==> config.mk <==
export PLATFORM = sky130hd
export DESIGN_NAME = tlbpt_ram
export DESIGN_NICKNAME = d
export VERILOG_FILES = /design/src/design/tlbpt_ram.sv
export SDC_FILE = /design/constraint.sdc
export NUM_CORES = 2
export LEC_CHECK = 0
export ABC_AREA = 1
export BUFFER_PORTS_ARGS = -buffer_cell sky130_fd_sc_hd__buf_4
export CELL_PAD_IN_SITES_DETAIL_PLACEMENT = 1
export CELL_PAD_IN_SITES_GLOBAL_PLACEMENT = 1
export CORE_MARGIN = 3
export CORE_UTILIZATION = 35
export DETAILED_ROUTE_END_ITERATION = 8
export MAX_ROUTING_LAYER = met4
export PLACE_DENSITY_LB_ADDON = 0.1
export SLEW_MARGIN = 20
export SYNTH_ARGS = -nofsm -noshare
export SYNTH_HDL_FRONTEND = slang
export SYNTH_SLANG_ARGS = --single-unit
export TNS_END_PERCENT = 20
==> constraint.sdc <==
create_clock -name clk -period 3.3 [get_ports clk]
set_input_delay 0.165 -clock clk [delete_from_list [all_inputs] [get_ports clk]]
set_output_delay 0.165 -clock clk [all_outputs]
set_load 0.02 [all_outputs]
==> src/design/tlbpt_ram.sv <==
// ----------------------------------------------------------------------------
// Generic RAM
// One write port and one read port with registered read data.
// ----------------------------------------------------------------------------
module tlbpt_ram #(
	parameter int WIDTH = 8,
	parameter int DEPTH = 256
) (
	input  logic                     clk,
	input  logic                     we,
	input  logic [$clog2(DEPTH)-1:0] waddr,
	input  logic [WIDTH-1:0]         wdata,
	input  logic [$clog2(DEPTH)-1:0] raddr,
	output logic [WIDTH-1:0]         rdata
);

	logic [WIDTH-1:0] mem_q [DEPTH];

	always_ff @(posedge clk) begin
		if (we) begin
			mem_q[waddr] <= wdata;
		end
		rdata <= mem_q[raddr];
	end

endmodule

==> qor.yml <==
grt:
  grt_max_degree: 102
  grt_overflow_total: 0
  grt_pass1_wl_mm: 405.5
  grt_use_met1_pct: 31.62
  gr-usage-met3_pct: 3.459
  first_global_vias: 56460
  antenna_found_initial: 15
  grt_busiest_layer: "met2"
  grt_use_total_pct: 23.34
  grt_util_met2_pct: 36.77
hold_path:
  worstHoldPathCells: 3
  hold_path.class: "input pin to flop"
die:
  die-area_um2: 244200
  die_w_um: 494.1
  io_pins: 34
  initial_core_util_pct: 35.33
  core_um2: 236100
  num_rows: 178
  fp.dieH_um: 494.1
timing:
  period_needed_ns: 2.077
  setup_tns_ns: 0
  grt_setup_unrepaired: "no"
  fmaxAchievable_mhz: 481.5
  finClkSkew_ns: 0.03274
  setup_viol: 0
  setup_ws_ns: 1.223
  hold_slack_ns: 0.1109
  drv_slew: 0
  tightest_slew_ns: 1.098
  hold_viol_final: 0
  period_share_pct: 62.93
  slew-limit-headroom_pct: 26.53
placed_design:
  dp_slack_ns: 0.3073
  place.gp.congestion: 0.7986
  dpl-instance-area_um2: 89300
  portBuffers: 33
  hpwl_mm: 167.4
clocking:
  numCtsBuffers: 226
  htreeDepth: 4
  cts_tree: "built"
  insertion_delay_ns: 0.85
  cts.reportedPaths.clkPinSlew_ns: 0.06
  clockBufferDepth: 3
  cts_sinks: 2056
  cts-root-buf: "clkbuf_16"
  post_cts_resized: 0
synth:
  synth_top_area_share_pct: 73.74
  synth_top_cell_by_area: "edfxtp_1"
  synth.area.top_cells: "edfxtp_1 74%, nand3_1 12%, nand2_1 9.6%"
  synthFlopType: "edfxtp_1"
  synth.most_common_cell: "nand2_1"
  ys_seq_area_share_pct: 73.94
  netlist_instances: 7003
  ys_ff_latch: 2056
  syn_avg_cell_area_um2: 11.91
  yosysUniqueCellTypes: 14
  synth_common_cells: "2123 x nand2_1, 2048 x edfxtp_1, 2019 x nand3_1"
  syn-cell-area_um2: 83400
  syn_nets: 7029
  async_flop_share_pct: 0
  yosysWarnings: 0
  synth_edf_count: 2048
layout:
  fin_area_um2: 96250
  layout-drive-gt1-share_pct: 10.11
  areaGrowthSynthToFinish_pct: 15.41
  fillCellCount: 24960
  num-nets-final: 7221
power_and_ir_drop:
  power_density_nw_per_um2: 585.3
  leakage_nw: 33.55
  vdd_drop_max_v: 0.0004298
route:
  final_antenna_net_count: 0
  drt-initial-drc-count: 4587
  drc: 0
  vias: 55210
  viasPerCell: 5.242
  drt_wl_total_mm: 279.0
  wl_per_cell_um: 26.49
  drtPass1Iterations: 6
setup_path:
  critPathKind: "input pin to flop"
  endpoint_kind: "flop"
  rr_worst_depth: 10
  critical_path.max_fanout: 64
  worstPathArrival_ns: 2.86
  cp-start-kind: "input pin"
  critPathRequiredTime_ns: 4.09
run:
  drv_cap: 0
run_status:
  status: "finished, final reports clean"
## through the flow
| stage | total power, W | utilization [%] | std cells |
|---|---|---|---|
| floorplan | 0.03115 | - | 7003 |
| global placement | 0.03308 | 37.83 | 10110 |
| detailed placement | 0.03310 | 37.83 | 10110 |
| CTS | 0.05701 | 40.77 | 10530 |
| global route | 0.05827 | 40.77 | 10530 |
| finish | 0.05633 | 40.77 | 10530 |
## layer usage
| layer | wire [um] | vias up | part of all wire (%) |
|---|---|---|---|
| met3 | 13690 | 367 | 4.9 |
| met1 | 125300 | 28320 | 45 |
| met5 | 0 | - | 0 |
| li1 | - | 25270 | - |
| met4 | 7505 | 0 | 2.7 |
| met2 | 132400 | 1256 | 47 |
## report_power, final
| part | total, W | switching (W) | internal [W] |
|---|---|---|---|
| registers | 0.0288 | 0.0000400 | 0.0288 |
| logic | 0.00366 | 0.00275 | 0.000913 |
| clock network | 0.0238 | 0.0104 | 0.0134 |
## cells by family (layout without fill, tap and decap cells)
kind of cell / count (synthesis) / in the layout / share of synthesized area, %
simple gates: 4425 / 4425 / 22.95
other cells: 0 / 3 / 0
flops: 2056 / 2056 / 73.94
buf+inv: 522 / 899 / 3.119
## worst max-delay path, cell delays in order
cell	delay, ns
buf_8	0.17
inv_16	0.36
buf_12	0.30
buf_4	0.25
nand2_1	0.07
nand3_1	0.08
nand3_1	0.15
nand3_1	0.18
nand3_1	0.09
nand3_1	0.21
nand3_1	0.31
nand2_1	0.24
nand2_1	0.11
nand2_1	0.07
## layout by cell type, fill, tap and decap left out, drive strengths merged
| cell type | Yosys | layout |
|---|---|---|
| nand2 | 2123 | 2123 |
| clkinvlp | 0 | 2 |
| dlygate4sd3 | 0 | 10 |
| diode | 0 | 3 |
| bufinv | 0 | 9 |
| dfxtp | 8 | 8 |
| clkinv | 0 | 87 |
| nor2 | 283 | 283 |
| inv | 39 | 47 |
| buf | 371 | 437 |
| nand3 | 2019 | 2019 |
| clkbuf | 112 | 307 |
| edfxtp | 2048 | 2048 |
## registers in the layout, summed over array words and instances, names as in the netlist
| name | flops |
|---|---|
| mem_q | 2048 |
| rdata | 8 |
## path summary, 6_finish.rpt
path / start / end / slack [ns]
hold / removal: we / mem_q[183][0] / 0.11
setup / recovery: raddr[0] / rdata[5] / 1.22
setup reg to reg: mem_q[237][6] / rdata[6] / 1.25
hold reg to reg: mem_q[140][0] / rdata[0] / 1.05
## area by class of cell
type | instances | area (um^2) | share of cell area, %
diodes | 3 | 7.507 | 0.007800
repair buffers | 447 | 4443 | 4.616
well taps | 3150 | 3941 | 4.095
inverters | 39 | 182.7 | 0.1898
clock buffers | 307 | 6042 | 6.277
flip-flops and latches | 2056 | 61660 | 64.06
clock inverters | 106 | 798.3 | 0.8294
multi-input cells | 4425 | 19180 | 19.92
## repair_timing
| item | 4_1_cts | 5_1_grt |
|---|---|---|
| hold buffers | 10 | 0 |
| hold endpoints to repair | 726 | 0 |
| setup buffers | 0 | 0 |
No activity file was read; power rests on OpenSTA's default activity.
